### src/rtl/sve_ram.sv
// Generic single-port-write, single-port-read RAM with a registered read.
// Stands on its own; no package needed.
module sve_ram #(
    parameter int WIDTH = 8,
    parameter int DEPTH = 512
) (
    input  logic                     aclk,
    input  logic                     we,
    input  logic [$clog2(DEPTH)-1:0] waddr,
    input  logic [WIDTH-1:0]         wdata,
    input  logic                     re,
    input  logic [$clog2(DEPTH)-1:0] raddr,
    output logic [WIDTH-1:0]         rdata
);

    logic [WIDTH-1:0] mem [DEPTH];
    logic [WIDTH-1:0] rdata_reg;

    always_ff @(posedge aclk) begin
        if (we) begin
            mem[waddr] <= wdata;
        end
        if (re) begin
            rdata_reg <= mem[raddr];
        end
    end

    assign rdata = rdata_reg;

endmodule

### config.mk
export PLATFORM = sky130hd
export DESIGN_NAME = sve_ram
export DESIGN_NICKNAME = d
export VERILOG_FILES = /design/src/rtl/sve_ram.sv
export SDC_FILE = /design/constraint.sdc
export NUM_CORES = 2
export LEC_CHECK = 0
export BUFFER_PORTS_ARGS = -buffer_cell sky130_fd_sc_hd__buf_2
export CAP_MARGIN = 20
export CORE_MARGIN = 5
export CORE_UTILIZATION = 60
export DETAILED_ROUTE_END_ITERATION = 10
export PLACE_DENSITY = 0.83
export SLEW_MARGIN = 15
export SYNTH_ARGS = -nofsm -noshare
export SYNTH_HDL_FRONTEND = slang
export SYNTH_SLANG_ARGS = --single-unit
### constraint.sdc
create_clock -name aclk -period 3.15 [get_ports aclk]
set_clock_uncertainty 0.2 [all_clocks]
set_input_delay 0.4725 -clock aclk [delete_from_list [all_inputs] [get_ports aclk]]
set_output_delay 0.4725 -clock aclk [all_outputs]
set_load 0.02 [all_outputs]
; After elaboration in Yosys (flattened, before gate mapping)
; Memories as Yosys holds them, arrays and structs flattened. A register that Yosys moved wholly into a read port is not among the register bits.
; Index checks and enable logic that the tools add are counted.
[classes]
n_addsub = 0
multipliers = 0
div = 0
order_cmp = 0
eq_ne = 0
n_shift = 0
mux = 2
bitwise_logic = 0
reduce_logical = 0
[op_table]
columns = cell, count
row1 = 1-bit 2-to-1 mux, 2
[totals]
ff_bits = 0
latch_bits = 0
ram_bits = 4096
mem_bits_ro = 0
in_bits = 29
out_inout_bits = 8
wordCells = 3
mem_count = 1
[memory_table]
columns = memory, depth, word_bits, read_ports, rd_clocked_by_memory_dff, write_ports, line_no
row1 = mem, 512, 8, 1, 1, 1, 16  ; logic [WIDTH-1:0] mem [DEPTH];

; Depth between registers and ports, before layout
[logic_depth]
depth_word = 2
ltp_mapped = 12

; Worst setup path after synthesis
; Ideal clock, no wire load.
[synth_path]
path_type = input port to flip-flop
from = input raddr[0]
to = register rdata_reg[0] (netlist: rdata[0]) (read register of mem), data pin
setup_time_ps = 257
arrival_ps = 2327
required_time_ps = 2693
setup_slack_ps = 366
stages = 10
path_buffers = 4
path_cell_list = buf_4 > buf_12 > buf_12 > buf_2 > mux4_2 > o21ai_0 > nand3_1 > nand4_1 > o21ai_0 > o2111a_1
[synth_rtl]
columns = item, line_no
row1 = start: declaration, 12  ; input logic [$clog2(DEPTH)-1:0] raddr,
row2 = end: declaration, 17  ; logic [WIDTH-1:0] rdata_reg;

==> run_results.csv <==
group,metric,value,unit
outcome,status,"complete, but fails checks",
outcome,violations,"negative setup slack",
placed_design,place.gp.congestion,0.9819,
final_layout,nNetsFinal,9160,
floorplan,fp-row-count,189,
logic_synthesis,syn-instance-count,8030,
cts,root_buffer,"clkbuf_16",
timing,max_freq,0.2979,GHz
floorplan,coreArea,265300,sq um
logic_synthesis,ys_seq_elements,4104,
worst_setup_path,cp.arrival,3.92,ns
floorplan,initial_utilization,0.6031,
cts,h-tree-depth,5,
global_routing,gr-usage-met2,0.5066,
global_routing,grt_antenna_before_repair,27,
pwr,cellPowerDensity,608.1,nW/um^2
logic_synthesis,async_reset_ff_frac,0,
timing,relSlewSlack,0.2499,
global_routing,grtUsageTotal,0.3266,
timing,rsz0062_at_grt,"no",
global_routing,met3_usage,0.09326,
cts,numCtsBuffers,383,
logic_synthesis,yosysWarnings,0,
worst_setup_path,critPathLaunchType,"input port",
logic_synthesis,ys_seq_area_frac,0.7702,
final_layout,seq_area,123200,sq um
logic_synthesis,synthesis.area,160000,sq um
cts,cts_buffer_depth,4,
floorplan,die_w,526.4,um
logic_synthesis,ys_types,50,
timing,fin_crit_sh,1.066,
cts,cts_num_sinks,4104,
worst_setup_path,path_class,"in2reg",
global_routing,busiest_layer,"met2",
drt,routed_wl,456000,um
global_routing,met1_usage,0.4204,
timing,hold_ws,0.06409,ns
final_layout,largest_reg_flops,4096,
timing,finalSetupViolCount,2,
timing,worst_pin_slew,1.125,ns
global_routing,gr-total-overflow,0,
cts,cts_tree,"yes",
final_layout,layout-drive-gt1-share,0.2587,
pwr,ir_drop,0.0004999,V
logic_synthesis,synth-edff-count,4104,
drt,drc_errors,0,
final_layout,multi_input_area,34030,sq um
worst_setup_path,required,3.71,ns
drt,drt_iter0_drc,16830,
pwr,power.leakage,0.06116,uW
flow_run,drv_cap,0,
logic_synthesis,synth_ff_type,"edfxtp_1",
drt,vias,92080,
worst_setup_path,crit_path_end_kind,"flip-flop",
global_routing,grt_max_degree,120,
floorplan,die_area,277100,sq um
global_routing,grt_pass1_wl,657000,um
final_layout,fin_util,0.6986,
drt,drt_first_pass_iters,8,
drt,post_drt_wl_per_cell,35.13,um
floorplan,ios,37,
final_layout,fillers,14410,
worst_setup_path,crit_fanout,42,
logic_synthesis,syn_nets,8059,
placed_design,dp_hpwl,267800,um
drt,ant_nets,0,
timing,fin_crit,3.357,ns
final_layout,area_delta_synth_final,15.85,%
drt,via_per_inst,7.095,
placed_design,port_buffers,36,
cts,worst_skew_pair.late_latency,0.94,ns
timing,hold_viol,0,
hold_path,min_path_type,"in2reg",
timing,slew_viol_final,0,
logic_synthesis,avgSynthCellArea,19.93,sq um
cts,clk_pin_slew,0.06,ns
floorplan,die_h,526.4,um
global_routing,grt_pass1_vias,92460,
timing,finalWorstSetupSlack,-0.2069,ns
-- synth_stat cells, types with 7 or more instances --
cell type,count,area [sq um]
nand3_1,36,180.2
a211oi_1,17,127.6
and2_1,20,125.1
o31ai_1,13,97.59
o41ai_1,7,61.31
buf_4,70,525.5
clkbuf_1,265,994.7
buf_6,64,720.7
o21ai_0,118,590.6
nor3b_1,8,60.06
edfxtp_1,4104,123200
nor4_1,36,225.2
nand4_1,32,200.2
nand2_1,111,416.7
mux2i_1,797,7978
nor3_1,109,545.5
nor2_1,597,2241
a21oi_1,194,970.9
o2111a_1,8,90.09
mux4_2,654,14730
o221ai_1,371,3249
buf_2,57,285.3
a22oi_1,61,457.9
o22ai_1,163,1020
buf_8,11,165.2
buf_1,41,153.9
-- report_power, final --
| group | switching, uW | internal (uW) |
|---|---|---|
| combinational | 4130 | 2310 |
| sequential | 58.8 | 60100 |
| clock | 20400 | 25700 |
| total | 24600 | 88100 |
-- routing by layer --
layer  part of all wire  vias to the layer above
li1                   -                    35630
met1               0.32                    45690
met2               0.47                     8810
met3               0.14                     1916
met4              0.073                       30
met5            0.00045                        -
-- final timing paths --
check / start / to / slack (ns) / cells after the start
setup / recovery: raddr[1] / rdata[6] / -0.21 / 11
hold reg to reg: mem[6][3] / rdata[3] / 1.16 / 6
setup reg to reg: mem[63][6] / rdata[6] / -0.11 / 7
hold / removal: waddr[0] / mem[271][7] / 0.06 / 3
-- logic make-up after synthesis --
| group | after synthesis | share of synthesized area |
|---|---|---|
| multiplexers | 1451 | 0.1419 |
| AND/OR/NAND/NOR | 980 | 0.02630 |
| AO/OA/AOI/OAI | 979 | 0.04311 |
| buffers and inverters | 516 | 0.01848 |
| flip-flops | 4104 | 0.7702 |
-- final cells by class --
cell class                 count  share of cell area
sequential                  4104              0.6648
multi-input combinational   3410              0.1836
timing repair buffer        1229             0.06133
clock buffer                 455             0.05351
tap                         3533             0.02385
clock inverter               230             0.01256
antenna                       15           0.0002025
inverter                       3           0.0001012
-- worst max-delay path, stage by stage --
cell and delay [ns]:
buf_8 0.14, or2_4 0.31, buf_12 0.20, buf_12 0.22, buf_4 0.19, o221ai_1 0.32
o22ai_1 0.13, o21ai_0 0.31, nand2_1 0.22, nor4b_4 0.96, o2111a_1 0.32
-- cells in the final DEF, fill, tap and decap left out, types with 32 or more instances in the layout --
cell type and count:
o21ai_0 117, nor3_1 107, o221ai_1 371, clkbuf_1 69
nand4_1 32, buf_12 168, mux2i_1 797, buf_4 1015
clkinv_2 65, clkbuf_16 386, o22ai_1 163, nand2_1 98
clkinv_1 89, bufinv_16 38, mux4_2 654, nand3_1 32
edfxtp_1 4104, a21oi_1 194, nor2_1 597, a22oi_1 61
-- timing repair --
| item | in CTS | in global routing |
|---|---|---|
| gates resized for setup | 3 | 5 |
| buffers inserted | 0 | 0 |
| hold endpoints to repair | 336 | 0 |
| pin swaps | 1 | 1 |
| hold buffers | 10 | 0 |
| setup endpoints to repair | 3 | 4 |
-- stage by stage --
step | total power, uW | worst slack (ns) | setup TNS [ns] | area (sq um) | std cells
3_3_place_gp | 67200 | -1.311 | -5.907 | 172900 | 12270
4_1_cts | 112500 | 0.05832 | 0 | 185300 | 12960
3_5_place_dp | 67400 | -0.9545 | -5.435 | 172900 | 12270
2_1_floorplan | 64220 | 0.3660 | 0 | 160000 | 8030
6_report | 112700 | -0.2069 | -0.2196 | 185400 | 12980
5_1_grt | 115300 | 0.02267 | 0 | 185300 | 12970
(Power assumes the default switching activity.)
