<file path="src/rtl/sve_pkg.sv">
// Package of the vertical Sobel edge filter: widths, register codes, the
// status word passed from the frame counters to the datapath, and the
// register clamp. Used by every module of the block but the RAM; depends on nothing.
package sve_pkg;

    localparam int MAX_LINE_PIXELS = 512;
    localparam int MAX_FRAME_ROWS  = 512;

    localparam int PIX_W = 8;
    localparam int DIM_W = 10;
    localparam int COL_W = $clog2(MAX_LINE_PIXELS);
    localparam int ROW_W = $clog2(MAX_FRAME_ROWS);
    localparam int CMP_W = ((COL_W > DIM_W) ? COL_W : DIM_W) + 1;
    localparam int ROWCMP_W = ((ROW_W > DIM_W) ? ROW_W : DIM_W) + 1;

    localparam logic [PIX_W-1:0] PIX_MAX = {PIX_W{1'b1}};

    localparam int CFG_ADDR_W = 1;

    typedef enum logic [CFG_ADDR_W-1:0] {
        REG_FRAME_WIDTH  = 1'b0,
        REG_FRAME_HEIGHT = 1'b1
    } sve_reg_t;

    // Flags for one input item, worked out from the frame counters.
    typedef struct packed {
        logic due;     // the item produces a result
        logic border;  // the result lies on the image border
        logic last;    // the result is the last of the frame
    } sve_pos_t;

    // Zero becomes one; anything above the top saturates to it.
    function automatic logic [DIM_W-1:0] clamp_dim(input logic [DIM_W-1:0] value,
                                                   input logic [DIM_W:0] top);
        logic [DIM_W:0] v;
        begin
            v = {1'b0, value};
            if (v == '0) begin
                v = {{DIM_W{1'b0}}, 1'b1};
            end
            if (v > top) begin
                v = top;
            end
            clamp_dim = v[DIM_W-1:0];
        end
    endfunction

endpackage

</file>
<file path="src/rtl/sve_window.sv">
// Upper and lower rows of the 3x3 window and the clamped vertical gradient.
// Depends on sve_pkg.
module sve_window
    import sve_pkg::*;
(
    input  logic             aclk,
    input  logic             shift_en,
    input  logic [PIX_W-1:0] col_up,
    input  logic [PIX_W-1:0] col_down,
    output logic [PIX_W-1:0] grad
);

    // Index 2 is the newest column. The middle row never enters the sum.
    logic [PIX_W-1:0] up_reg   [3];
    logic [PIX_W-1:0] down_reg [3];

    logic [PIX_W+1:0] above, below;
    logic [PIX_W+2:0] diff;

    always_ff @(posedge aclk) begin
        if (shift_en) begin
            up_reg[0]   <= up_reg[1];
            up_reg[1]   <= up_reg[2];
            up_reg[2]   <= col_up;
            down_reg[0] <= down_reg[1];
            down_reg[1] <= down_reg[2];
            down_reg[2] <= col_down;
        end
    end

    always_comb begin
        above = (PIX_W+2)'(up_reg[0]) + {1'b0, up_reg[1], 1'b0} + (PIX_W+2)'(up_reg[2]);
        below = (PIX_W+2)'(down_reg[0]) + {1'b0, down_reg[1], 1'b0}
                + (PIX_W+2)'(down_reg[2]);
        diff  = (PIX_W+3)'(below) - (PIX_W+3)'(above);
        if (diff[PIX_W+2]) begin
            grad = '0;
        end else if (diff[PIX_W+1:PIX_W] != 2'b00) begin
            grad = PIX_MAX;
        end else begin
            grad = diff[PIX_W-1:0];
        end
    end

endmodule

</file>
<file path="config.mk">
export PLATFORM = sky130hd
export DESIGN_NAME = sve_window
export DESIGN_NICKNAME = d
export VERILOG_FILES = /design/src/rtl/sve_pkg.sv /design/src/rtl/sve_window.sv
export SDC_FILE = /design/constraint.sdc
export NUM_CORES = 1
export LEC_CHECK = 0
export ABC_AREA = 1
export BUFFER_PORTS_ARGS = -buffer_cell sky130_fd_sc_hd__buf_2
export CORE_MARGIN = 10
export CORE_UTILIZATION = 55
export CTS_CLUSTER_DIAMETER = 100
export DETAILED_ROUTE_END_ITERATION = 10
export GPL_ROUTABILITY_DRIVEN = 0
export GPL_TIMING_DRIVEN = 0
export PLACE_DENSITY_LB_ADDON = 0.12
export SYNTH_ARGS = -nofsm -noshare
export SYNTH_HDL_FRONTEND = slang
export SYNTH_SLANG_ARGS = --single-unit
export TNS_END_PERCENT = 5
</file>
<file path="constraint.sdc">
create_clock -name aclk -period 8.3 [get_ports aclk]
set_input_delay 2.075 -clock aclk [delete_from_list [all_inputs] [get_ports aclk]]
set_output_delay 2.075 -clock aclk [all_outputs]
set_load 0.01 [all_outputs]
</file>
# Word level (Yosys, flattened, before mapping)
# Memory sizes are Yosys's and may differ from the RTL's.
# Index checks and enable logic that the tools add are counted.
[word_totals] ff_bits=0 ramBits=48 input_bits=18 out_inout_bits=8 mem_count=2
[classes] add_sub_neg=5 mux=4 n_reduce_logical=1
[memory_table] memory="down_reg" depth=3 word_bits=8 read_ports=3 rd_clocked_by_memory_dff=0 wr=3 line_no="sve_window.sv:15" source="logic [PIX_W-1:0] down_reg [3];"
[memory_table] memory="up_reg" depth=3 word_bits=8 read_ports=3 rd_clocked_by_memory_dff=0 wr=3 line_no="sve_window.sv:14" source="logic [PIX_W-1:0] up_reg [3];"
[ops] operator="$add 10x8->10" count=2
[ops] operator="$add 8x9->10" count=2
[ops] operator="$mux 8" count=2
[ops] operator="$sub 10x10->11" count=1
[ops] operator="$mux 1" count=2
[ops] operator="$reduce_bool 2->1" count=1

# Longest topological paths before layout
[depth] word_depth=6 mapped_depth=20

# Worst setup path after synthesis
# No wires, ideal clock.
[synth_path] path_type="register to output" from="memory up_reg[1][2] (netlist: up_reg[0][10])" to="output port grad[2]" arrival_ps=3105 required_ps=6225 slack_ps=3120 stages_incl_launch_ff=16 path_buffers=0 path_cell_list="edfxtp_1 inv_1 fa_1 fa_1 inv_1 fa_1 inv_1 ha_1 or2_1 nand3_1 nand2_1 nand2_1 nand2_2 nand3_1 nand2_1 inv_1"
[synth_lines] element="start, declared" line_no="sve_window.sv:14"
[synth_lines] element="end, declared" line_no="sve_window.sv:10" source="output logic [PIX_W-1:0] grad"

==> out/metrics.cfg <==
[timing]
rsz0062_at_grt = no
period_share_pct = 70.2
finalMaxSlewViolations = 0
hold_slack_ns = 0.448
max_freq_ghz = 0.172
layout_setup_ws_ns = 2.48
hold_violations = 0
fin_skew_ns = 0.00602
relSlewSlack_pct = 30.9
min_period_ns = 5.82
fin_tns_setup_ns = 0
final-setup-viol-count = 0
tightest_slew_ns = 1.04

[drt]
drc = 0
vias_per_cell = 4.40
avgRoutedWirePerCell_um = 11.8
initialDrtViolationCount = 27
postRouteAntennaNets = 0
detail_route.first_pass.iterations = 4
wl_um = 4150
vias = 1544

[synth]
synth_compound_area_share_pct = 0.524
yosysUniqueCellTypes = 14
synth_xor_area_share_pct = 0.917
yosys.area_share.simple_pct = 9.96
synth.ff_latch_count = 48
synth_top_family_by_area = adder cells
yosys.area.top_type = edfxtp_1
yosysTopAreaCellShare_pct = 50.3
ys_seq_area_share_pct = 50.3
synthCells = 248
synthMuxAreaShare_pct = 0
synth_adder_area_share_pct = 26.9
synth_area_um2 = 2870
synthTopCellsByArea = edfxtp_1 (50%), fa_1 (22%), inv_1 (11%), ha_1 (5.2%), nand2_1 (5.1%)
synth_nets = 309
synth_warnings = 0
syn_avg_cell_area_um2 = 11.6

[cts]
cts_tree = done
clk_transition_reported_paths_ns = 0.09
clkSinkCount = 48
cts_made_buffers = 5
post-cts-setup-buffers = 0
post_cts_resized = 0
cts_root_buf = clkbuf_8
cts_max_level = 2
clk_latency_ns = 0.30
ctsHoldBuffers = 0
clock_path_buffers = 2

[grt]
grt_pass1_vias = 1660
grt_use_total_pct = 10.9
grt_pass1_wl_um = 7440
overflow = 0
antenna_found_initial = 0
grt_max_degree = 49

[worst_setup_path]
cp-end-kind = output pin
rrSetupSlack_ns = 7.61
crit_required_ns = 6.23
crit_start = up_reg[0][14]
rr_startpoint = down_reg[0][11]
rr_worst_depth = 0
cp-endpoint = grad[2]
worst-setup-path-type = reg2out
critPathLaunchType = register
path_max_fanout = 8
worst_r2r_endpoint = down_reg[0][3]
worstPathArrival_ns = 3.75

[run_status]
status = finished clean

[cells_and_area]
num-nets-final = 341
area_delta_synth_final_pct = 10.4
layout-drive-gt1-share_pct = 12.1
final_cell_mix = inv_1 (87), edfxtp_1 (48), nand2_1 (39), fa_1 (31), buf_2 (25)
num_antenna_cells = 0
final_common_cell = inv_1

[placement]
post-place-ws_ns = 2.81
io_buffers = 25
dp_hpwl_um = 3250

[floorplan]
dieArea_um2 = 8500
die_y_um = 92.2
core-area_um2 = 5070
rows = 26
die_x_um = 92.2
start_util_pct = 56.5
io_pins = 26

[power_and_ir_drop]
power.ir.vdd_worst_mv = 0.200
powerDensity_nw_per_um2 = 327
p_leak_nw = 1.57

[job]
maxCapViolCount = 0

[min_path]
hold_class = reg2reg

==> worst max-delay path, stage by stage (launching register included) <==
cell      delay, ns
edfxtp_1       0.41
inv_1          0.11
fa_1           0.46
fa_1           0.56
inv_1          0.06
fa_1           0.53
inv_1          0.04
ha_1           0.35
nand2_1        0.11
inv_1          0.06
a21oi_1        0.18
nand3_1        0.11
nand2_2        0.15
nand3_1        0.09
nand2_1        0.06
inv_1          0.04
buf_2          0.13
==> cell usage after synthesis <==
master and n:
a21oi_1 3, edfxtp_1 48, fa_1 31, ha_1 12
inv_1 87, nand2_1 39, nand2_2 2, nand3_1 12
nand3b_1 4, nand4_1 1, nor2_1 4, or2_1 1
or2_4 1, xor2_1 3
==> cells by family (layout without fill, tap and decap cells) <==
group                      count (synthesis)  count (layout)
DFF                                       48              48
buffers and inverters                     87             120
AOI/OAI and AO/OA                          3               3
and+or+nand+nor                           64              64
xor gates and xnor gates                   3               3
adders and majority gates                 43              43
==> power breakdown <==
| group | leakage (nW) | total (W) | switching [W] | internal (W) |
|---|---|---|---|---|
| clock | 0.0424 | 0.000135 | 0.0000750 | 0.0000602 |
| sequential | 0.470 | 0.000295 | 0.00000842 | 0.000287 |
| combinational | 1.06 | 0.000603 | 0.000362 | 0.000241 |
| total | 1.57 | 0.00103 | 0.000445 | 0.000588 |
==> worst min-delay path by stage <==
stage / start / to / cells past startpoint
after global routing: down_reg[0][16] / down_reg[0][8] / 0
after global placement: up_reg[0][19] / up_reg[0][11] / 0
after detailed placement: up_reg[0][10] / up_reg[0][2] / 0
after floorplan: down_reg[0][8] / down_reg[0][0] / 0
final: up_reg[0][10] / up_reg[0][2] / 0
after CTS: up_reg[0][10] / up_reg[0][2] / 0
==> layout make-up <==
class	count	area (um^2)
fillers	438	1910
clock inverters	1	8.76
multi-input cells	113	1100
flip-flops and latches	48	1440
inverters	87	327
clock buffers	7	76.3
well taps	70	87.6
repair buffers	25	125
==> metrics by stage <==
| step | instance area [um^2] | util [%] | std cells | total power, W |
|---|---|---|---|---|
| 3_3_place_gp | 3080 | 60.7 | 343 | 0.000895 |
| 5_1_grt | 3160 | 62.3 | 351 | 0.00116 |
| 4_1_cts | 3160 | 62.3 | 351 | 0.00105 |
| 3_5_place_dp | 3080 | 60.7 | 343 | 0.000908 |
| 2_1_floorplan | 2870 | - | 248 | 0.000766 |
| 6_report | 3160 | 62.3 | 351 | 0.00103 |
==> metal layers <==
layer | routed length, um | global-route usage, % | vias up
met3 | 192 | 3.18 | 6
met5 | 0 | 0 | -
li1 | - | - | 803
met2 | 1830 | 16.1 | 23
met1 | 2050 | 14.6 | 712
met4 | 75 | 4.63 | 0
Power figures use the tool's default switching activity.
