## src/rtl/sve_pkg.sv

```systemverilog
// Package of the vertical Sobel edge filter: widths, register codes, the
// status word passed from the frame counters to the datapath, and the
// register clamp. Used by every module of the block but the RAM; depends on nothing.
package sve_pkg;

    localparam int MAX_LINE_PIXELS = 512;
    localparam int MAX_FRAME_ROWS  = 512;

    localparam int PIX_W = 8;
    localparam int DIM_W = 10;
    localparam int COL_W = $clog2(MAX_LINE_PIXELS);
    localparam int ROW_W = $clog2(MAX_FRAME_ROWS);
    localparam int CMP_W = ((COL_W > DIM_W) ? COL_W : DIM_W) + 1;
    localparam int ROWCMP_W = ((ROW_W > DIM_W) ? ROW_W : DIM_W) + 1;

    localparam logic [PIX_W-1:0] PIX_MAX = {PIX_W{1'b1}};

    localparam int CFG_ADDR_W = 1;

    typedef enum logic [CFG_ADDR_W-1:0] {
        REG_FRAME_WIDTH  = 1'b0,
        REG_FRAME_HEIGHT = 1'b1
    } sve_reg_t;

    // Flags for one input item, worked out from the frame counters.
    typedef struct packed {
        logic due;     // the item produces a result
        logic border;  // the result lies on the image border
        logic last;    // the result is the last of the frame
    } sve_pos_t;

    // Zero becomes one; anything above the top saturates to it.
    function automatic logic [DIM_W-1:0] clamp_dim(input logic [DIM_W-1:0] value,
                                                   input logic [DIM_W:0] top);
        logic [DIM_W:0] v;
        begin
            v = {1'b0, value};
            if (v == '0) begin
                v = {{DIM_W{1'b0}}, 1'b1};
            end
            if (v > top) begin
                v = top;
            end
            clamp_dim = v[DIM_W-1:0];
        end
    endfunction

endpackage

```

## src/rtl/sve_ctrl.sv

```systemverilog
// Frame geometry registers and the input and output position counters.
// Depends on sve_pkg.
module sve_ctrl
    import sve_pkg::*;
(
    input  logic                   aclk,
    input  logic                   aresetn,
    input  logic                   cfg_we,
    input  logic [CFG_ADDR_W-1:0]  cfg_addr,
    input  logic [DIM_W-1:0]       cfg_wdata,
    input  logic                   accept,
    output logic [COL_W-1:0]       slot,
    output sve_pos_t               pos
);

    logic [DIM_W-1:0] width_reg,   width_next;
    logic [DIM_W-1:0] height_reg,  height_next;
    logic [COL_W-1:0] in_col_reg,  in_col_next;
    logic [1:0]       in_row_reg,  in_row_next;
    logic [COL_W-1:0] out_col_reg, out_col_next;
    logic [ROW_W-1:0] out_row_reg, out_row_next;
    logic             started_reg, started_next;

    logic in_wrap, col_end, row_end;

    assign in_wrap = (CMP_W'(in_col_reg) + CMP_W'(1)) >= CMP_W'(width_reg);
    assign col_end = (CMP_W'(out_col_reg) + CMP_W'(1)) >= CMP_W'(width_reg);
    assign row_end = (ROWCMP_W'(out_row_reg) + ROWCMP_W'(1)) >= ROWCMP_W'(height_reg);

    always_comb begin
        pos.due    = started_reg || (in_row_reg == 2'd2)
                     || ((in_row_reg == 2'd1) && (in_col_reg != '0));
        pos.border = (out_row_reg == '0) || row_end || (out_col_reg == '0) || col_end;
        pos.last   = row_end && col_end;
    end

    assign slot = in_col_reg;

    always_comb begin
        width_next   = width_reg;
        height_next  = height_reg;
        in_col_next  = in_col_reg;
        in_row_next  = in_row_reg;
        out_col_next = out_col_reg;
        out_row_next = out_row_reg;
        started_next = started_reg;
        if (cfg_we) begin
            unique case (cfg_addr)
                REG_FRAME_WIDTH: begin
                    width_next = clamp_dim(cfg_wdata, (DIM_W+1)'(MAX_LINE_PIXELS));
                end
                REG_FRAME_HEIGHT: begin
                    height_next = clamp_dim(cfg_wdata, (DIM_W+1)'(MAX_FRAME_ROWS));
                end
                default: begin
                end
            endcase
            in_col_next  = '0;
            in_row_next  = '0;
            out_col_next = '0;
            out_row_next = '0;
            started_next = 1'b0;
        end else if (accept) begin
            if (in_wrap) begin
                in_col_next = '0;
                if (in_row_reg != 2'd2) begin
                    in_row_next = in_row_reg + 2'd1;
                end
            end else begin
                in_col_next = in_col_reg + COL_W'(1);
            end
            if (pos.due) begin
                started_next = 1'b1;
                if (pos.last) begin
                    in_col_next  = '0;
                    in_row_next  = '0;
                    out_col_next = '0;
                    out_row_next = '0;
                    started_next = 1'b0;
                end else if (col_end) begin
                    out_col_next = '0;
                    out_row_next = out_row_reg + ROW_W'(1);
                end else begin
                    out_col_next = out_col_reg + COL_W'(1);
                end
            end
        end
    end

    always_ff @(posedge aclk) begin
        if (!aresetn) begin
            width_reg   <= DIM_W'(MAX_LINE_PIXELS);
            height_reg  <= DIM_W'(MAX_FRAME_ROWS);
            in_col_reg  <= '0;
            in_row_reg  <= '0;
            out_col_reg <= '0;
            out_row_reg <= '0;
            started_reg <= 1'b0;
        end else begin
            width_reg   <= width_next;
            height_reg  <= height_next;
            in_col_reg  <= in_col_next;
            in_row_reg  <= in_row_next;
            out_col_reg <= out_col_next;
            out_row_reg <= out_row_next;
            started_reg <= started_next;
        end
    end

endmodule

```

## config.mk

```make
export PLATFORM = sky130hd
export DESIGN_NAME = sve_ctrl
export DESIGN_NICKNAME = d
export VERILOG_FILES = /design/src/rtl/sve_pkg.sv /design/src/rtl/sve_ctrl.sv
export SDC_FILE = /design/constraint.sdc
export NUM_CORES = 1
export LEC_CHECK = 0
export BUFFER_PORTS_ARGS = -buffer_cell sky130_fd_sc_hd__clkbuf_2
export CORE_MARGIN = 4
export CORE_UTILIZATION = 56
export CTS_BUF_LIST = sky130_fd_sc_hd__clkbuf_8
export CTS_CLUSTER_DIAMETER = 100
export DETAILED_ROUTE_END_ITERATION = 16
export HOLD_SLACK_MARGIN = 0.15
export PLACE_DENSITY = 0.78
export SYNTH_ARGS = -nofsm -noshare
export SYNTH_HDL_FRONTEND = slang
export SYNTH_SLANG_ARGS = --single-unit
```

## constraint.sdc

```tcl
create_clock -name aclk -period 2.7 [get_ports aclk]
set_input_delay 0.27 -clock aclk [delete_from_list [all_inputs] [get_ports aclk]]
set_output_delay 0.27 -clock aclk [all_outputs]
set_load 0.005 [all_outputs]
```

After elaboration in Yosys (flattened, before gate mapping)
Cells that the tools add are included.
Word-level totals
  bits in registers: 50
  bits in latches: 0
  RAM bits: 0
  bits in read-only memories: 0
  input port bits: 15
  output and inout port bits: 12
  word-level logic and storage cells: 60
  memories: 0
Cells by class
  add/subtract/negate cells: 7
  $mul: 0
  div/mod/pow operators: 0
  magnitude comparators: 5
  equality and inequality tests: 3
  shift-type cells: 0
  multiplexer cells: 19
  bitwise operators: 2
  reduce and logical (&&, ||, !) cells: 17
Operator list (count)
  9-bit 2-to-1 mux: 7
  11-bit 2-to-1 mux: 4
  9-bit by 1-bit adder with 10-bit output (second input constant): 3
  10-bit greater-or-equal comparator: 3
  10-bit 2-to-1 mux: 3
  9-bit by 1-bit adder with 9-bit output (second input constant): 3
  11-bit by 10-bit > comparator with 1-bit output (second input constant): 2
  9-bit zero test: 2
  10-bit zero test: 1
  9-bit nonzero test: 1
  2-bit 2-to-1 mux: 4
  2-bit AND reduction: 3
  1-bit logical OR: 5
  3-bit AND reduction: 1
  2-bit by 1-bit adder with 2-bit output (second input constant): 1
  2-bit by 1-bit == test with 1-bit output (second input constant): 1
  2-bit == test (second input constant): 1
  1-bit logical AND: 2
  2-bit != test (second input constant): 1
  1-bit NOT: 2
  2-bit nonzero test: 1
  2-bit OR reduction: 1
  1-bit 2-to-1 mux: 1

Depth between registers and ports, before layout
Gate-level depths: netlist (run 1).
  word-level depth: 6
  depth in mapped cells: 13
  mapped depth without buffers: 12

Worst setup path before layout (run 1)
No wires, ideal clock.
  path kind: reg-to-reg
  start point: register out_col_reg[2]
  end point: register in_row_reg[1]
  setup time: 88 ps
  arrival: 2803 ps
  data required time: 2612 ps
  setup slack: -190 ps
  stages on the path, launching flop included: 13
  buffers on the path: 0
  period minus slack after synthesis: 2890 ps
  path through: dfxtp_1 > nand3_1 > nor2_1 > nand3_1 > and2_1 > or2_2 > ha_1 > a211oi_1 > nor2_1 > or3_1 > nor2_1 > nor3_2 > o31ai_1
Between the ends
  word-level cells in the longest chain between the ends: 5
RTL lines
  from (decl): RTL line sve_ctrl.sv:20  | logic [COL_W-1:0] out_col_reg, out_col_next;
  from (signal assigned): RTL line sve_ctrl.sv:104  | out_col_reg <= out_col_next;
  9-bit by 1-bit adder with 10-bit output: RTL line sve_ctrl.sv:27  | assign col_end = (CMP_W'(out_col_reg) + CMP_W'(1)) >= CMP_W'(width_reg);
  10-bit greater-or-equal comparator: RTL line sve_ctrl.sv:27
  1-bit logical AND: RTL line sve_ctrl.sv:34  | pos.last = row_end && col_end;
  2-bit 2-to-1 mux: RTL line sve_ctrl.sv:74  | if (pos.last) begin
  2-bit 2-to-1 mux: RTL line sve_ctrl.sv:72  | if (pos.due) begin
  to (signal assigned): RTL line sve_ctrl.sv:103  | in_row_reg <= in_row_next;
  to (decl): RTL line sve_ctrl.sv:19  | logic [1:0] in_row_reg, in_row_next;
No other way between the ends.
A chain may end at the register's enable or synchronous reset.

==> summary.md, run 1 <==
| Metric | Value |
|---|---|
| Status | `finished, violations left` |
| Violated checks | `setup timing` |
| Top FF cell, synth | `dfxtp_1` |
| Drt pass-1 iters | `5` |
| Reg clk slew, reported paths | `around 0.09 ns` |
| Post-synth EDFFs | `0` |
| Core Rows | `27` |
| Crit path max fanout | `4` |
| CP Data Required Time | `about 2.4 ns` |
| Vias per cell | `a little over 6` |
| Root Driver | `clkbuf_8` |
| Largest net degree at the start of global routing | `23` |
| Period Utilization, post-route | `110.3%` |
| FFs w/ async S/R, synth | `0%` |
| Post-synthesis cell count | `406` |
| Vias | `about 3,400` |
| Post-route antenna net violation count | `0` |
| Setup WS post-layout | `-0.2779 ns` |
| Fill cell count | `317` |
| Die width | `85.25 µm` |
| Clock Skews | `roughly 0.0087 ns` |
| Initial antenna violation count | `0` |
| Clock sinks | `50` |
| DRT iter0 DRCs | `about 270` |
| Port Buffers | `26` |
| Yosys cell types | `50` |
| WL/cell | `around 18 µm` |
| Worst skew pair latency | `around 0.31 ns` |
| Kind of critical path | `reg2out` |
| Vias in the first global route | `around 3,300` |
| Sequential share of the synthesized area | `between 20% and 30%` |
| FF+latch count, synth | `50` |
| Hold Fails Final Rpt | `0` |
| Synthesized Nets | `between 400 and 500` |
| Worst R2R Path Depth | `16` |
| Power per Cell Area | `around 340 nW/µm²` |
| Fmax | `between 300 and 400 MHz` |
| Global route total overflow | `0` |
| Synthesized cell area | `~3300 µm²` |
| Slew of the pin with the lowest slew margin | `0.7521 ns` |
| Final Setup Violations | `30` |
| Worst R2R Start | `out_col_reg[2]$_SDFFE_PP0P_` |
| Nets | `~540` |
| Crit path launch type | `flip-flop` |
| First-pass GRT wire length | `~15,000 µm` |
| # diodes | `0` |
| Min Tclk post-route | `roughly 3.0 ns` |
| Die Ht | `85.25 µm` |
| Most frequent cells in the layout | `46 x buf_4, 38 x dfxtp_1, 37 x nand2_1, 35 x ha_1, 34 x inv_1` |
| Worst slew margin | `between 40% and 50%` |
| Initial Utilization | `around 59%` |
| Pins Over Slew Limit | `0` |
| Hold Path Class | `in2reg` |
| Synthesis Warnings | `0` |
| Routed Wire Length | `between 10,000 and 15,000 µm` |
| Unrepaired setup endpoints after global routing | `true` |
| Clk buf depth | `2` |
| TritonCTS clock tree | `built` |
| Commonest non-fill, non-tap cell in the layout | `buf_4` |
| Die area | `7268 µm²` |
| Hold Startpoint | `cfg_wdata[1]` |
| Share of cells above drive strength 1 | `a little under two fifths` |
| R2R setup slack | `-0.27 ns` |
| Fin util | `~82%` |
| Crit path launch | `out_col_reg[2]$_SDFFE_PP0P_` |
| DRC errors left | `0` |
| Core Region | `~5600 µm²` |
| Syn Area/Cell | `a little over 8 µm²` |
| Worst r2r dst | `slot[1]$_SDFFE_PP0P_` |
| Layout area overhead | `39.24%` |
| Number of max-cap violations | `0` |
| End of the critical path | `pos[0]` |
| Worst EP arrival | `~2.7 ns` |
| RD Place Congestion | `around 0.88` |
| P_leak | `between 1.5 and 2 nW` |
| Worst ir drop on vdd | `~320 µV` |
| I/O pin cnt | `27` |
| Fin Setup TNS | `-5.065 ns` |
| Detail Placement HPWL | `6241 µm` |
| GRT Total Usage | `around a quarter` |
| TritonCTS buffer count | `5` |
| Crit end category | `output pin` |
| H-Tree Depth | `2` |
-- where the power goes --
group	switching [mW]	internal [mW]	leakage [nW]
Sequential	0.00658	0.744	0.412
Combinational	0.111	0.0772	1.33
Clock	0.266	0.395	0.0714
Total	0.384	1.22	1.82
-- cell families (layout without fill, tap and decap cells) --
logic type               Yosys count  in the layout  share of synthesized area, %
AO/OA/AOI/OAI                     87             88                         18.05
XOR/XNOR                          20             20                         5.241
adder cells (fa/ha/maj)           39             39                         14.60
buffers and inverters             51            130                         5.878
flip-flops                        50             50                         29.95
multiplexers                       1              1                        0.2995
AND/OR/NAND/NOR                  158            158                         25.98
-- worst min-delay path by stage --
| stage | cells past startpoint | endpoint |
|---|---|---|
| floorplan | 2 | height_reg[9]$_SDFFE_PN1P_ |
| global placement | 2 | width_reg[1]$_SDFFE_PN0P_ |
| detailed placement | 2 | width_reg[3]$_SDFFE_PN0P_ |
| CTS | 3 | width_reg[1]$_SDFFE_PN0P_ |
| global route | 3 | width_reg[1]$_SDFFE_PN0P_ |
| finish | 3 | width_reg[1]$_SDFFE_PN0P_ |
-- worst max-delay path, stage by stage (launching register included) --
cell and delay, ns:
dfxtp_2 0.38, buf_4 0.16, nand3_4 0.09, nor2_4 0.12, nand3_2 0.10, xnor2_2 0.17, ha_1 0.33, nand4_1 0.19
buf_4 0.20, a211oi_4 0.27, buf_6 0.15, nor2_4 0.05, nor2_2 0.07, buf_2 0.11
-- through the flow --
| stage | power [mW] | hold WS [ns] | setup WS (ns) | area (µm²) | cells |
|---|---|---|---|---|---|
| CTS | 1.576 | 0.2413 | -0.2096 | 4403 | 553 |
| global route | 1.649 | 0.2501 | -0.3389 | 4653 | 558 |
| floorplan | 0.8653 | 0.4295 | 0.001731 | 3411 | 406 |
| detailed placement | 0.9139 | 0.4572 | -0.2794 | 3871 | 529 |
| finish | 1.600 | 0.2453 | -0.2779 | 4653 | 558 |
| global placement | 0.9094 | 0.4546 | -0.1280 | 3871 | 529 |
-- cell type report --
cell class,count,area [µm²],area share (%)
Multi-Input combinational cell,306,2589,55.63
Clock inverter,2,60.06,1.291
Timing Repair Buffer,88,678.2,14.57
Sequential cell,50,1026,22.05
Inverter,34,127.6,2.743
Clock buffer,6,82.58,1.775
Tap cell,72,90.09,1.936
-- layer usage --
metal | vias up | track usage (%) | share of wire, %
met1 | 1625 | 30.59 | 42
met2 | 152 | 44.63 | 49
met5 | - | 0 | 0
met3 | 49 | 4.854 | 5.0
met4 | 0 | 10.94 | 4.1
li1 | 1605 | - | -
-- Yosys cell counts (all sizes together), types with 3 or more instances --
library cell  instances  area [µm²]
nand2b                4       25.02
nand3b               14       105.1
xnor2                10       87.58
nor2b                 9       56.30
o32ai                 3       26.28
xor2                 10       87.58
a211oi                7       57.55
nor3b                 7       52.55
nand4b                3       26.28
a21boi               12       90.09
o22ai                 4       25.02
a41oi                 3       33.79
and3                  7       43.79
o21ai                10       50.05
inv                  34       127.6
ha                   39       488.0
nand2                39       146.4
nand4                10       62.56
o2111ai               3       26.28
nor4                  4       31.28
nor3                  4       30.03
clkbuf               15       56.30
a22oi                 6       45.04
a21oi                28       140.1
or3                   8       50.05
nand3                18       90.09
nor2                 24       92.59
dfxtp                50        1001
o31ai                 6       58.81
-- timing repair --
| action | in CTS | in global routing |
|---|---|---|
| pin swaps | 27 | 44 |
| gates cloned | 1 | 1 |
| buffers inserted | 15 | 5 |
| hold buffers | 0 | 0 |
| gates resized for setup | 56 | 46 |
| setup endpoints to repair | 32 | 32 |
Note: power is estimated with default switching activity, not from simulation.
==> run 2: changes to the inputs <==
Settings changed: CORE_ASPECT_RATIO set to 0.9.
==> summary.md, run 2 (synthesis results as in run 1) <==
| Metric | Value |
|---|---|
| Status | `finished, violations left` |
| Violated checks | `setup timing` |
| WL/cell | `between 20 and 25 µm` |
| Fmax | `roughly 330 MHz` |
| Hold Path Class | `in2reg` |
| First-pass GRT wire length | `16,270 µm` |
| Clk buf depth | `2` |
| Worst EP arrival | `roughly 3.3 ns` |
| Crit path max fanout | `4` |
| End of the critical path | `out_col_reg[5]$_SDFFE_PP0P_` |
| Die Ht | `81.29 µm` |
| Commonest non-fill, non-tap cell in the layout | `buf_4` |
| Routed Wire Length | `between 10,000 and 15,000 µm` |
| Port Buffers | `26` |
| Crit path launch type | `flip-flop` |
| Fill cell count | `about 320` |
| Kind of critical path | `reg2reg` |
| # diodes | `0` |
| Slew of the pin with the lowest slew margin | `between 0.6 and 0.7 ns` |
| Worst ir drop on vdd | `345.1 µV` |
| Clock sinks | `50` |
| P_leak | `between 1.5 and 2 nW` |
| H-Tree Depth | `2` |
| Drt pass-1 iters | `6` |
| Fin util | `approximately four fifths` |
| Worst hold slack | `approximately 0.25 ns` |
| Unrepaired setup endpoints after global routing | `true` |
| TritonCTS buffer count | `5` |
| CP Data Required Time | `between 2 and 3 ns` |
| Vias per cell | `6.610` |
| Initial antenna violation count | `0` |
| Crit path launch | `out_col_reg[0]$_SDFFE_PP0P_` |
| Nets | `between 500 and 600` |
| Most frequent cells in the layout | `60 x buf_4, 39 x nand2_1, 38 x dfxtp_1, 34 x inv_1, 34 x ha_1` |
| Pins Over Slew Limit | `0` |
| Power per Cell Area | `299.4 nW/µm²` |
| Layout area overhead | `37.93%` |
| I/O pin cnt | `27` |
| Global route total overflow | `0` |
| Final Setup Violations | `32` |
| Share of cells above drive strength 1 | `between 30% and 40%` |
| Min Tclk post-route | `about 3.1 ns` |
| Post-route antenna net violation count | `0` |
| Worst skew pair latency | `approximately 0.32 ns` |
| Vias | `approximately 3,700` |
| Worst slew margin | `around 57%` |
| TritonCTS clock tree | `built` |
| Initial Utilization | `58.37%` |
| Root Driver | `clkbuf_8` |
| Clock Skews | `roughly 0.0070 ns` |
| Detail Placement HPWL | `around 6500 µm` |
| Highest Signal Layer | `met4` |
| Period Utilization, post-route | `113.0%` |
| DRC errors left | `0` |
| RD Place Congestion | `0.8710` |
| Setup WS post-layout | `-0.3516 ns` |
| Met3 WL post-DR | `about 1100 µm` |
| Design area | `4609 µm²` |
| Die width | `between 80 and 90 µm` |
| Die area | `approximately 7300 µm²` |
| # hold bufs at CTS | `0` |
| Largest net degree at the start of global routing | `23` |
| Reg clk slew, reported paths | `about 0.090 ns` |
| DRT iter0 DRCs | `402` |
| Met2 wire len | `about 5400 µm` |
| DP Area | `3891 µm²` |
| GRT Total Usage | `29.03%` |
| Fin Setup TNS | `-7.459 ns` |
| Worst R2R Path Depth | `16` |
| Wl on met1 | `4478 µm` |
| Hold Fails Final Rpt | `0` |
| Vias in the first global route | `~3,300` |
| Crit end category | `flip-flop` |
| Core Rows | `26` |
| Worst r2r dst | `out_col_reg[5]$_SDFFE_PP0P_` |
| Number of max-cap violations | `0` |
| Setup WS pre-CTS | `-0.2244 ns` |
| R2R setup slack | `-0.35 ns` |
| Worst R2R Start | `out_col_reg[0]$_SDFFE_PP0P_` |
| Core Region | `5725 µm²` |
## run 2: cell count changes in the layout (fill, tap and decap cells not counted), sizes merged
cell,change
buf,+10
bufinv,-2
clkbuf,-2
clkinvlp,+2
## run 2: how the worst min path moves through the flow
stage	startpoint	endpoint	slack (ns)	depth (start not counted)
after floorplan	cfg_addr	height_reg[9]$_SDFFE_PN1P_	0.43	2
after global placement	height_reg[3]$_SDFFE_PN0P_	height_reg[3]$_SDFFE_PN0P_	0.45	2
after detailed placement	height_reg[9]$_SDFFE_PN1P_	height_reg[9]$_SDFFE_PN1P_	0.47	2
after CTS	cfg_wdata[5]	width_reg[5]$_SDFFE_PN0P_	0.25	3
after global routing	cfg_wdata[6]	width_reg[6]$_SDFFE_PN0P_	0.26	3
final	cfg_wdata[5]	width_reg[5]$_SDFFE_PN0P_	0.25	3
## run 2: repair_timing
item,CTS,global route
gates resized for setup,45,41
buffers inserted,19,7
endpoints found under the hold margin,0,0
endpoints found under the setup margin,31,32
pin swaps,38,34
cloned,1,0
## run 2: area by class of cell
cell class	count	area (µm²)	area share (%)
Sequential cell	50	1023	22.20
Multi-Input combinational cell	306	2574	55.84
Inverter	34	127.6	2.769
Clock inverter	2	15.01	0.3257
Tap cell	70	87.58	1.900
Timing Repair Buffer	97	713.2	15.47
Clock buffer	5	68.82	1.493
## run 2: where the power goes
| group | switching [mW] | internal, mW | leakage, nW | total [mW] |
|---|---|---|---|---|
| Sequential | 0.00820 | 0.745 | 0.411 | 0.753 |
| Combinational | 0.111 | 0.0707 | 1.35 | 0.181 |
| Clock | 0.268 | 0.178 | 0.0362 | 0.445 |
## run 2: routing by layer
metal,global-route usage [%],vias to the layer above
met5,0,-
met4,10.71,0
met3,5.477,77
met2,48.16,294
met1,37.28,1735
li1,-,1622
## run 2: critical path, cell delays in order (launching register included)
cell      delay, ns
dfxtp_4        0.39
nand3_4        0.09
nor2_4         0.11
nand3_2        0.11
buf_4          0.16
nor2_1         0.13
or2_4          0.15
ha_4           0.20
a211oi_2       0.19
nor2_1         0.11
or3_4          0.41
buf_6          0.15
buf_6          0.11
nor3_4         0.26
buf_6          0.17
a22oi_2        0.06
nor2_1         0.15
## run 2: per-stage QoR
| stage | instances | total power, mW |
|---|---|---|
| 6_report | 564 | 1.380 |
| 5_1_grt | 564 | 1.424 |
| 4_1_cts | 557 | 1.342 |
| 3_5_place_dp | 530 | 0.9146 |
| 3_3_place_gp | 530 | 0.9086 |
| 2_1_floorplan | 406 | 0.8653 |
